<file path="src/rtl/camt_pkg.sv">
`default_nettype none

package camt_pkg;

    localparam int unsigned CoordW   = 24;
    localparam int unsigned RadiusW  = 23;
    localparam int unsigned AngleW   = 19;
    localparam int unsigned AccW     = 33;
    localparam int unsigned CordicW  = 44;
    localparam int unsigned DefaultCordicSteps = 20;

    localparam logic signed [AccW-1:0]   HalfPiQ30 = 33'sd1686629713;
    localparam logic signed [AngleW-1:0] AngleMin  = -19'sd102944;
    localparam logic signed [AngleW-1:0] AngleMax  = 19'sd205888;

    typedef struct packed {
        logic signed [CoordW-1:0] pos_x;
        logic signed [CoordW-1:0] pos_y;
        logic signed [CoordW-1:0] pos_z;
        logic                     frame_end;
    } in_word_t;

    typedef struct packed {
        logic signed [AngleW-1:0] max_angle;
        logic signed [CoordW-1:0] contact_x;
        logic signed [CoordW-1:0] contact_y;
        logic signed [CoordW-1:0] contact_z;
        logic                     reused_previous;
        logic                     no_result;
    } out_word_t;

    // atan(2^-i) in Q2.30, rounded to nearest
    function automatic logic signed [AccW-1:0] atan_entry(input logic [4:0] idx);
        logic signed [AccW-1:0] v;
        begin
            unique case (idx)
                5'd0:  v = 33'sd843314857;
                5'd1:  v = 33'sd497837829;
                5'd2:  v = 33'sd263043837;
                5'd3:  v = 33'sd133525159;
                5'd4:  v = 33'sd67021687;
                5'd5:  v = 33'sd33543516;
                5'd6:  v = 33'sd16775851;
                5'd7:  v = 33'sd8388437;
                5'd8:  v = 33'sd4194283;
                5'd9:  v = 33'sd2097149;
                5'd10: v = 33'sd1048576;
                5'd11: v = 33'sd524288;
                5'd12: v = 33'sd262144;
                5'd13: v = 33'sd131072;
                5'd14: v = 33'sd65536;
                5'd15: v = 33'sd32768;
                5'd16: v = 33'sd16384;
                5'd17: v = 33'sd8192;
                5'd18: v = 33'sd4096;
                5'd19: v = 33'sd2048;
                5'd20: v = 33'sd1024;
                5'd21: v = 33'sd512;
                5'd22: v = 33'sd256;
                5'd23: v = 33'sd128;
                5'd24: v = 33'sd64;
                5'd25: v = 33'sd32;
                5'd26: v = 33'sd16;
                5'd27: v = 33'sd8;
                5'd28: v = 33'sd4;
                5'd29: v = 33'sd2;
                5'd30: v = 33'sd1;
                default: v = '0;
            endcase
            return v;
        end
    endfunction

endpackage

`default_nettype wire

</file>
<file path="src/rtl/contact_angle_max_tracker.sv">
// Contact angle maximum tracker.
// Input channel (in_valid / in_stall / in_word) carries one contact point per
// word; frame_end marks the last point of a frame. Output channel (out_valid /
// out_stall / out_word) carries one result word per frame, issued after the
// last point. cfg_we / cfg_data write the body radius; write it only when idle.
// Each point with x >= 0 runs through one shared 24x24 multiplier, a radix-2
// square root and one shared CORDIC vectoring unit used twice; a point with
// negative x goes straight to the final state. The input is stalled while a
// point is in work, so a new point is taken only once the last one is done.
// A result waits in the output register; the next frame-ending point waits
// only if that word is still unread.
// Reset clears the radius, the frame best and the held result; the first
// empty frame after reset reports no_result with all other fields zero.
// A stalled output word holds until taken.
`default_nettype none

module contact_angle_max_tracker #(
    parameter int unsigned CORDIC_STEPS = camt_pkg::DefaultCordicSteps
) (
    input  wire logic                              clk,
    input  wire logic                              rst_n,
    input  wire logic                              in_valid,
    output logic                                   in_stall,
    input  wire camt_pkg::in_word_t                in_word,
    output logic                                   out_valid,
    input  wire logic                              out_stall,
    output camt_pkg::out_word_t                    out_word,
    input  wire logic                              cfg_we,
    input  wire logic [camt_pkg::RadiusW-1:0]      cfg_data
);

    localparam int unsigned CW  = camt_pkg::CordicW;
    localparam int unsigned AW  = camt_pkg::AccW;
    localparam int unsigned SW  = (CORDIC_STEPS > 1) ? $clog2(CORDIC_STEPS) : 1;
    localparam logic [SW-1:0] LastStep = SW'(CORDIC_STEPS - 1);

    localparam logic [3:0] S_IDLE = 4'd0;
    localparam logic [3:0] S_MXX  = 4'd1;
    localparam logic [3:0] S_MZZ  = 4'd2;
    localparam logic [3:0] S_MRR  = 4'd3;
    localparam logic [3:0] S_DIFF = 4'd4;
    localparam logic [3:0] S_SQRT = 4'd5;
    localparam logic [3:0] S_COR1 = 4'd6;
    localparam logic [3:0] S_COR2 = 4'd7;
    localparam logic [3:0] S_SUM  = 4'd8;
    localparam logic [3:0] S_FIN  = 4'd9;

    logic [3:0] state_reg, state_next;

    logic [camt_pkg::RadiusW-1:0] radius_reg;
    camt_pkg::in_word_t           pt_reg;

    // shared multiplier
    logic signed [23:0] mul_a, mul_b;
    logic signed [47:0] mul_p;
    logic [46:0]        prod_reg;
    logic [47:0]        d2_reg;
    logic               inside_reg;

    // square root
    logic [47:0] rad_reg;
    logic [26:0] rem_reg;
    logic [23:0] root_reg;
    logic [4:0]  sq_cnt_reg;
    logic [26:0] rem_sh, trial;

    // CORDIC
    logic signed [CW-1:0] ca_reg, cb_reg, ca_nx, cb_nx, da, db;
    logic signed [AW-1:0] acc_reg, acc_nx, a1_reg, a2_reg, a1_fix;
    logic [SW-1:0]        step_reg;

    // combine
    logic signed [AW+1:0]  ang_sum;
    logic signed [20:0]    ang_q;
    logic signed [camt_pkg::AngleW-1:0] ang_sat;

    // frame and held state
    logic signed [camt_pkg::AngleW-1:0] best_ang_reg, held_ang_reg;
    logic signed [camt_pkg::CoordW-1:0] best_x_reg, best_y_reg, best_z_reg;
    logic signed [camt_pkg::CoordW-1:0] held_x_reg, held_y_reg, held_z_reg;
    logic found_reg, held_valid_reg;

    logic out_valid_reg;
    camt_pkg::out_word_t out_word_reg;

    logic in_take, fin_go;

    assign in_stall  = (state_reg != S_IDLE);
    assign in_take   = in_valid && !in_stall;
    assign out_valid = out_valid_reg;
    assign out_word  = out_word_reg;
    assign fin_go    = !pt_reg.frame_end || !(out_valid_reg && out_stall);

    // select multiplier operands
    always_comb
    begin
        unique case (state_reg)
            S_MXX:
            begin
                mul_a = pt_reg.pos_x;
                mul_b = pt_reg.pos_x;
            end
            S_MZZ:
            begin
                mul_a = pt_reg.pos_z;
                mul_b = pt_reg.pos_z;
            end
            default:
            begin
                mul_a = {1'b0, radius_reg};
                mul_b = {1'b0, radius_reg};
            end
        endcase
        mul_p = mul_a * mul_b;
    end

    // one radix-2 root digit
    always_comb
    begin
        rem_sh = {rem_reg[24:0], rad_reg[47:46]};
        trial  = {1'b0, root_reg, 2'b01};
    end

    // one CORDIC vectoring rotation
    always_comb
    begin
        da = cb_reg >>> step_reg;
        db = ca_reg >>> step_reg;
        if (!cb_reg[CW-1])
        begin
            ca_nx  = ca_reg + da;
            cb_nx  = cb_reg - db;
            acc_nx = acc_reg + camt_pkg::atan_entry(5'(step_reg));
        end
        else
        begin
            ca_nx  = ca_reg - da;
            cb_nx  = cb_reg + db;
            acc_nx = acc_reg - camt_pkg::atan_entry(5'(step_reg));
        end
    end

    // axis case of the first angle
    always_comb
    begin
        priority if (pt_reg.pos_x != '0)
            a1_fix = acc_nx;
        else if (pt_reg.pos_z[camt_pkg::CoordW-1])
            a1_fix = -camt_pkg::HalfPiQ30;
        else if (pt_reg.pos_z != '0)
            a1_fix = camt_pkg::HalfPiQ30;
        else
            a1_fix = '0;
    end

    // round to Q16 and saturate
    always_comb
    begin
        ang_sum = (AW+2)'(a1_reg) + (AW+2)'(a2_reg) + (AW+2)'(8192);
        ang_q   = ang_sum[AW+1:14];
        priority if (ang_q < 21'(camt_pkg::AngleMin))
            ang_sat = camt_pkg::AngleMin;
        else if (ang_q > 21'(camt_pkg::AngleMax))
            ang_sat = camt_pkg::AngleMax;
        else
            ang_sat = ang_q[camt_pkg::AngleW-1:0];
    end

    // sequencer
    always_comb
    begin
        state_next = state_reg;
        unique case (state_reg)
            S_IDLE:
                if (in_take)
                    state_next = in_word.pos_x[camt_pkg::CoordW-1] ? S_FIN : S_MXX;
            S_MXX:  state_next = S_MZZ;
            S_MZZ:  state_next = S_MRR;
            S_MRR:  state_next = S_DIFF;
            S_DIFF: state_next = S_SQRT;
            S_SQRT: if (sq_cnt_reg == 5'd23) state_next = S_COR1;
            S_COR1: if (step_reg == LastStep) state_next = S_COR2;
            S_COR2: if (step_reg == LastStep) state_next = S_SUM;
            S_SUM:  state_next = S_FIN;
            S_FIN:  if (fin_go) state_next = S_IDLE;
            default: state_next = S_IDLE;
        endcase
    end

    // control and state registers
    always_ff @(posedge clk or negedge rst_n)
    begin
        if (!rst_n)
        begin
            state_reg      <= S_IDLE;
            radius_reg     <= '0;
            out_valid_reg  <= 1'b0;
            found_reg      <= 1'b0;
            held_valid_reg <= 1'b0;
            best_ang_reg   <= '0;
            best_x_reg     <= '0;
            best_y_reg     <= '0;
            best_z_reg     <= '0;
            held_ang_reg   <= '0;
            held_x_reg     <= '0;
            held_y_reg     <= '0;
            held_z_reg     <= '0;
        end
        else
        begin
            state_reg <= state_next;
            if (cfg_we)
                radius_reg <= cfg_data;

            // load a new output word, or drop the current one once taken
            if (state_reg == S_FIN && pt_reg.frame_end && fin_go)
                out_valid_reg <= 1'b1;
            else if (out_valid_reg && !out_stall)
                out_valid_reg <= 1'b0;

            // keep the first point reaching the largest angle
            if (state_reg == S_SUM && (!found_reg || ang_sat > best_ang_reg))
            begin
                best_ang_reg <= ang_sat;
                best_x_reg   <= pt_reg.pos_x;
                best_y_reg   <= pt_reg.pos_y;
                best_z_reg   <= pt_reg.pos_z;
                found_reg    <= 1'b1;
            end

            // close the frame
            if (state_reg == S_FIN && pt_reg.frame_end && fin_go)
            begin
                if (found_reg)
                begin
                    held_ang_reg   <= best_ang_reg;
                    held_x_reg     <= best_x_reg;
                    held_y_reg     <= best_y_reg;
                    held_z_reg     <= best_z_reg;
                    held_valid_reg <= 1'b1;
                end
                found_reg    <= 1'b0;
                best_ang_reg <= '0;
                best_x_reg   <= '0;
                best_y_reg   <= '0;
                best_z_reg   <= '0;
            end
        end
    end

    // datapath registers
    always_ff @(posedge clk)
    begin
        if (in_take)
            pt_reg <= in_word;

        prod_reg <= mul_p[46:0];
        if (state_reg == S_MZZ)
            d2_reg <= {1'b0, prod_reg};
        if (state_reg == S_MRR)
            d2_reg <= d2_reg + {1'b0, prod_reg};

        // start the root on d2 - R^2
        if (state_reg == S_DIFF)
        begin
            inside_reg <= (d2_reg <= {1'b0, prod_reg});
            rad_reg    <= d2_reg - {1'b0, prod_reg};
            rem_reg    <= '0;
            root_reg   <= '0;
            sq_cnt_reg <= '0;
        end

        if (state_reg == S_SQRT)
        begin
            rad_reg    <= {rad_reg[45:0], 2'b00};
            sq_cnt_reg <= sq_cnt_reg + 5'd1;
            if (rem_sh >= trial)
            begin
                rem_reg  <= rem_sh - trial;
                root_reg <= {root_reg[22:0], 1'b1};
            end
            else
            begin
                rem_reg  <= rem_sh;
                root_reg <= {root_reg[22:0], 1'b0};
            end
            // load the first vector (x, z)
            if (sq_cnt_reg == 5'd23)
            begin
                ca_reg   <= CW'($signed({pt_reg.pos_x, 16'b0}));
                cb_reg   <= CW'($signed({pt_reg.pos_z, 16'b0}));
                acc_reg  <= '0;
                step_reg <= '0;
            end
        end

        if (state_reg == S_COR1 || state_reg == S_COR2)
        begin
            if (step_reg == LastStep)
            begin
                step_reg <= '0;
                acc_reg  <= '0;
                if (state_reg == S_COR1)
                begin
                    // load the second vector (w, R)
                    a1_reg <= a1_fix;
                    ca_reg <= CW'({root_reg, 16'b0});
                    cb_reg <= CW'({radius_reg, 16'b0});
                end
                else
                    a2_reg <= inside_reg ? camt_pkg::HalfPiQ30 : acc_nx;
            end
            else
            begin
                ca_reg   <= ca_nx;
                cb_reg   <= cb_nx;
                acc_reg  <= acc_nx;
                step_reg <= step_reg + SW'(1);
            end
        end

        // build the result word
        if (state_reg == S_FIN && pt_reg.frame_end && fin_go)
        begin
            if (found_reg)
            begin
                out_word_reg.max_angle       <= best_ang_reg;
                out_word_reg.contact_x       <= best_x_reg;
                out_word_reg.contact_y       <= best_y_reg;
                out_word_reg.contact_z       <= best_z_reg;
                out_word_reg.reused_previous <= 1'b0;
                out_word_reg.no_result       <= 1'b0;
            end
            else
            begin
                out_word_reg.max_angle       <= held_ang_reg;
                out_word_reg.contact_x       <= held_x_reg;
                out_word_reg.contact_y       <= held_y_reg;
                out_word_reg.contact_z       <= held_z_reg;
                out_word_reg.reused_previous <= held_valid_reg;
                out_word_reg.no_result       <= !held_valid_reg;
            end
        end
    end

    // a new result word only follows a frame close
    a_out_from_fin: assert property (@(posedge clk) disable iff (!rst_n)
        $rose(out_valid) |-> $past(state_reg) == S_FIN)
        else $error("result word without frame close");

    a_flags_excl: assert property (@(posedge clk) disable iff (!rst_n)
        out_valid |-> !(out_word.no_result && out_word.reused_previous))
        else $error("both result flags set");

    a_no_result_zero: assert property (@(posedge clk) disable iff (!rst_n)
        (out_valid && out_word.no_result) |->
            (out_word.max_angle == '0 && out_word.contact_x == '0))
        else $error("no_result word not zero");

    a_angle_range: assert property (@(posedge clk) disable iff (!rst_n)
        out_valid |-> (out_word.max_angle >= camt_pkg::AngleMin &&
                       out_word.max_angle <= camt_pkg::AngleMax))
        else $error("angle out of range");

endmodule

`default_nettype wire

</file>
<file path="config.mk">
export PLATFORM = sky130hd
export DESIGN_NAME = contact_angle_max_tracker
export DESIGN_NICKNAME = d
export VERILOG_FILES = /design/src/rtl/camt_pkg.sv /design/src/rtl/contact_angle_max_tracker.sv
export SDC_FILE = /design/constraint.sdc
export NUM_CORES = 2
export LEC_CHECK = 0
export ABC_AREA = 1
export BUFFER_PORTS_ARGS = -buffer_cell sky130_fd_sc_hd__buf_2
export CAP_MARGIN = 20
export CORE_AREA = 2 2 376 378
export CTS_BUF_LIST = sky130_fd_sc_hd__clkbuf_4 sky130_fd_sc_hd__clkbuf_8
export DETAILED_ROUTE_END_ITERATION = 8
export DIE_AREA = 0 0 378 380
export PLACE_DENSITY_LB_ADDON = 0.1
export SLEW_MARGIN = 25
export SYNTH_ARGS = -nofsm -noshare
export SYNTH_HDL_FRONTEND = slang
export SYNTH_SLANG_ARGS = --single-unit
</file>
<file path="constraint.sdc">
create_clock -name clk -period 8.2 [get_ports clk]
set_input_delay 1.64 -clock clk [delete_from_list [all_inputs] [get_ports clk]]
set_output_delay 1.64 -clock clk [all_outputs]
set_load 0.03 [all_outputs]
</file>
# Word-level counts from Yosys, hierarchy flattened
# Memories as Yosys holds them, arrays and structs flattened. A register that Yosys moved wholly into a read port is not among the register bits.
# Cells that the tools add are included.
[totals]
ff_bits = 768
latchBits = 0
ramBits = 0
mem_bits_ro = 1920
inputBits = 101
out_inout_bits = 95
word_cells = 170
n_memories = 2
[mem_list]
columns = ["name", "words", "width", "read_ports", "rd_ports_with_merged_regs", "wr", "line", "source"]
rows = [
  ["(name not given)", 32, 30, 1, 1, 0, "camt_pkg.sv:36", "unique case (idx)"],
  ["(name not given)", 32, 30, 1, 1, 0, "camt_pkg.sv:36", ""],
]
[op_classes]
addsub = 13
multipliers = 1
div = 0
n_lt_le_gt_ge = 5
eq_ne = 16
n_shift = 2
n_mux = 63
bitwise = 1
n_reduce_logical = 30
[ops]
columns = ["cell", "count"]
rows = [
  ["two-way mux 44 bit", 12],
  ["two-way mux 33 bit", 9],
  ["two-way mux 24 bit", 8],
  ["two-way mux 48 bit", 4],
  ["two-way mux 93 bit", 1],
  ["adder 44 bit", 2],
  [">>> shifter 44 x 5 -> 44 bit", 2],
  ["subtractor 44 bit", 2],
  ["two-way mux 19 bit", 4],
  ["two-way mux 25 bit", 3],
  ["adder 48 x 47 -> 48 bit", 1],
  ["<= comparator 48 x 47 -> 1 bit", 1],
  ["one-hot mux 24 bit (2 select lines)", 1],
  ["nonzero test 24 bit", 2],
  ["subtractor 48 x 47 -> 48 bit", 1],
  ["multiplier 24 x 24 -> 47 bit", 1],
  ["two-way mux 5 bit", 8],
  ["one-hot mux 4 bit (10 select lines)", 1],
  ["adder 34 x 15 -> 35 bit (second input constant)", 1],
  ["adder 33 x 33 -> 34 bit", 1],
  ["adder 33 bit", 1],
  ["subtractor 33 bit", 1],
  ["two-way mux 31 bit", 1],
  [">= comparator 27 x 26 -> 1 bit", 1],
  ["24 further kinds", 62],
]

# Logic depth before layout (Yosys ltp)
[depth]
depth_word = 10
depth_mapped = 41
mapped_depth_nobuf = 40

# Worst setup path before layout
# OpenSTA, ideal clock, no wires.
[synth_path]
kind = "flip-flop to flip-flop"
from = "register state_reg[0]"
to = "register prod_reg[45]"
arrival_time_ps = 7381
path_slack_ps = 701
stages_incl_launch_ff = 31
cell_sequence = "dfrtp_1 -> inv_2 -> nor2_1 -> inv_1 -> nor2_1 -> inv_2 -> buf_1 -> o22ai_1 -> clkinv_1 -> clkbuf_1 -> nor2_1 -> fa_1 -> fa_1 -> inv_1 -> fa_1 -> inv_1 -> fa_1 -> fa_1 -> fa_1 -> fa_1 -> ha_1 -> nand2_1 -> nor2_1 -> inv_1 -> nor3_1 -> nand3_1 -> nand3_1 -> nand2_1 -> o211ai_1 -> a21oi_1 -> xnor2_1"
[synth_via]
elab_chain_cells = 3
word_cells_on_any_way = 4
classes_between = "1 x mul; 2 x eq/ne; 1 x mux"
[synth_rtl]
columns = ["element", "line", "source"]
rows = [
  ["from (decl)", "contact_angle_max_tracker.sv:48", "logic [3:0] state_reg, state_next;"],
  ["from (signal assigned)", "contact_angle_max_tracker.sv:211", "state_reg <= state_next;"],
  ["== test 4 x 2 -> 1 bit or == test 4 x 1 -> 1 bit (tied branches)", "contact_angle_max_tracker.sv:97", "unique case (state_reg)"],
  ["one-hot mux 24 bit (2 select lines) *", "contact_angle_max_tracker.sv:97", ""],
  ["multiplier 24 x 24 -> 47 bit *", "contact_angle_max_tracker.sv:114", "mul_p = mul_a * mul_b;"],
  ["net mul_p[45]", "contact_angle_max_tracker.sv:55", "logic signed [47:0] mul_p;"],
  ["to (signal assigned)", "contact_angle_max_tracker.sv:257", "prod_reg <= mul_p[46:0];"],
  ["to (decl)", "contact_angle_max_tracker.sv:56", "logic [46:0] prod_reg;"],
]
# Mark *: on every way through the listed nets, which the timed path passes. The rest lies on a longest branch.
# A chain may end at the register's enable or synchronous reset.

# Worst setup path after layout
[layout_path]
from = "register state_reg[2]"
to = "register prod_reg[45]"
# Same word-level chain as after synthesis.

==> results.yml <==
timing:
  slew_viol_final: 0
  fin_crit_sh_pct: 96.69
  min_period_ns: 7.929
  setup_violations: 0
  relSlewSlack_pct: 27.19
  finalHoldViolCount: 0
  fmax_mhz: 126.1
  grt_setup_unrepaired: "yes"
  finClkSkew_ns: 0.06638
  tightest_slew_ns: 1.088
floorplanning:
  ios: 196
  core_mm2: 0.1392
  die_h_um: 380
  initial_core_util_pct: 53.77
  die_w_um: 378
  die_area_mm2: 0.1436
  rows: 137
finish:
  largest_reg_flops: 93
  nFillCells: 13320
  final_common_cell: "nand2_1"
  syn2layout_area_growth_pct: 9.287
  layout_common_cells: "2,217 x nand2_1, 1,718 x inv_1, 773 x nor2_1, 720 x o21ai_0, 555 x nand3_1"
  fin_cells: 12030
  num-nets-final: 11150
  drive_gt1_share_pct: 7.892
setup_path:
  crit_buf_inv: 11
  critPathTopFamily: "adder cells"
  critPathSlowestCell: "fa_1"
  path_max_fanout: 22
  cp-end-kind: "flip-flop"
  path_class: "flip-flop to flip-flop"
  cp.arrival_ns: 8.79
  cp-start-kind: "flip-flop"
  reg2reg_setup_slack_ns: 0.27
  cp.required_ns: 9.06
  cp_slowest_stage_delay_ns: 0.57
global_routing:
  grt_max_degree: 104
  grt_pass1_vias: 66870
  grt_first_pass_wirelength_um: 394900
  grt_overflow: 0
  grt_usage_pct: 35.92
  antenna_found_initial: 10
synth:
  ys_warn_count: 0
  avgSynthCellArea_um2: 7.587
  synth_edf_count: 419
  synth-seq-cells: 797
  synth_fp_nets: 10990
  yosys_most_used_dff: "edfxtp_1"
  netlist_instances: 9864
  synth-seq-area-share_pct: 28.34
  netlist_area_mm2: 0.07484
  synth_cell_types: 70
  postSynth.asyncResetShare_pct: 26.60
route:
  ant_nets: 0
  drcViolationCount: 0
  wl_per_cell_um: 21.43
  vias: 68010
  vias_per_cell: 5.651
  wirelength_um: 257900
  drtIter0Drc: 6428
  dr.pass1.iters: 7
cts:
  cts.path.max_buffers: 3
  clkLatencyLatePin_ns: 0.97
  cts_sinks: 797
  cts_tree: "done"
  holdBufCountCts: 0
  path_clk_slew_ns: 0.06
  numCtsBuffers: 148
  root_buffer: "clkbuf_8"
  h-tree-depth: 4
placed_design:
  dp.cells: 11730
  port_buffers: 195
  gp_congestion: 1.013
  dpl.hpwl_um: 206800
run:
  drv_cap: 0
status:
  status: "finished, final reports clean"
worst_hold_path:
  hp-class: "flip-flop to flip-flop"
==> worst register-to-register path, delay by kind of cell, from the launching register on <==
| kind | cells | cell delay [ns] |
|---|---|---|
| AOI/OAI and AO/OA | 6 | 1.28 |
| xor gates and xnor gates | 1 | 0.13 |
| adders and majority gates | 8 | 3.93 |
| buffers and inverters | 11 | 1.18 |
| DFF | 1 | 0.41 |
| and+or+nand+nor | 8 | 0.92 |
==> cells in the mapped netlist (all sizes together) (9+ instances only) <==
master / n / area (um^2)
nand3b: 16 / 120.1
a21boi: 17 / 127.6
o211ai: 52 / 390.4
o22ai: 105 / 656.9
fa: 549 / 10990
o21ai: 807 / 4133
o21bai: 35 / 262.8
clkinv: 9 / 33.78
xnor2: 99 / 867.1
dfxtp: 166 / 3323
o31ai: 10 / 75.07
o221ai: 39 / 341.6
a32o: 9 / 90.09
buf: 125 / 679.4
or2: 25 / 156.4
inv: 1760 / 6606
a31oi: 78 / 488.0
a21oi: 540 / 2721
edfxtp: 419 / 12580
nand4: 81 / 506.7
a21o: 31 / 232.7
nor4: 18 / 112.6
xor2: 193 / 1690
nand3: 559 / 2818
nor3: 70 / 372.9
nor2: 807 / 3107
nand2: 2240 / 8458
ha: 472 / 5906
dfrtp: 212 / 5305
clkbuf: 209 / 784.5
o21a: 43 / 322.8
==> worst paths after layout <==
| check | endpoint | from | cells past startpoint |
|---|---|---|---|
| min | best_y_reg[16] | pt_reg[41] | 2 |
| max reg2reg | prod_reg[45] | state_reg[2] | 34 |
| min reg2reg | best_y_reg[16] | pt_reg[41] | 2 |
| min in group asynchronous | held_x_reg[21] | rst_n | 1 |
| max | prod_reg[45] | state_reg[2] | 34 |
| max in group asynchronous | best_ang_reg[0] | rst_n | 2 |
==> metal layers <==
metal  share of wire, %  GRT usage [%]  vias up
met5              0.014              0        -
met4                5.6          17.81        6
met3                7.3          5.347      606
met2                 46          57.48     2718
met1                 41          47.53    32520
li1                   -              -    32150
==> logic make-up after synthesis <==
kind of cell	Yosys count	share of synthesized area, %
adders and majority gates	1021	22.58
AOI/OAI and AO/OA	1808	13.63
DFF	797	28.34
xor gates and xnor gates	292	3.417
buffers and inverters	2103	10.83
muxes	11	0.1605
and+or+nand+nor	3832	21.05
==> final cells by class <==
class / count / area [um^2] / area share (%)
Antenna cell: 8 / 20.02 / 0.02448
Clock buffer: 208 / 2544 / 3.110
Clock inverter: 68 / 985.9 / 1.205
Inverter: 1769 / 6655 / 8.137
Multi-Input combinational cell: 6964 / 45800 / 55.99
Sequential cell: 797 / 21210 / 25.93
Tap cell: 1876 / 2347 / 2.870
Timing Repair Buffer: 344 / 2231 / 2.727
==> through the flow <==
stage / hold WS (ns) / utilization, % / cell area (um^2) / setup WS, ns / setup TNS (ns)
final: 0.4380 / 58.76 / 81790 / 0.2710 / 0
after CTS: 0.4370 / 58.51 / 81430 / 0.002647 / 0
after detailed placement: 0.4400 / 55.95 / 77880 / -0.2277 / -1.164
after global placement: 0.4352 / 55.95 / 77880 / -0.1894 / -0.9135
after global routing: 0.4622 / 58.76 / 81780 / -0.05577 / -0.1666
after floorplan: 0.4297 / - / 74840 / 0.7013 / 0
==> what timing repair did <==
item | 4_1_cts | 5_1_grt
setup endpoints to repair | 14 | 24
pin swaps | 0 | 3
setup buffers | 0 | 15
gates resized for setup | 6 | 51
Power is not shown: default switching activity piles up to over one toggle a cycle in this logic, so the estimate is an artifact.
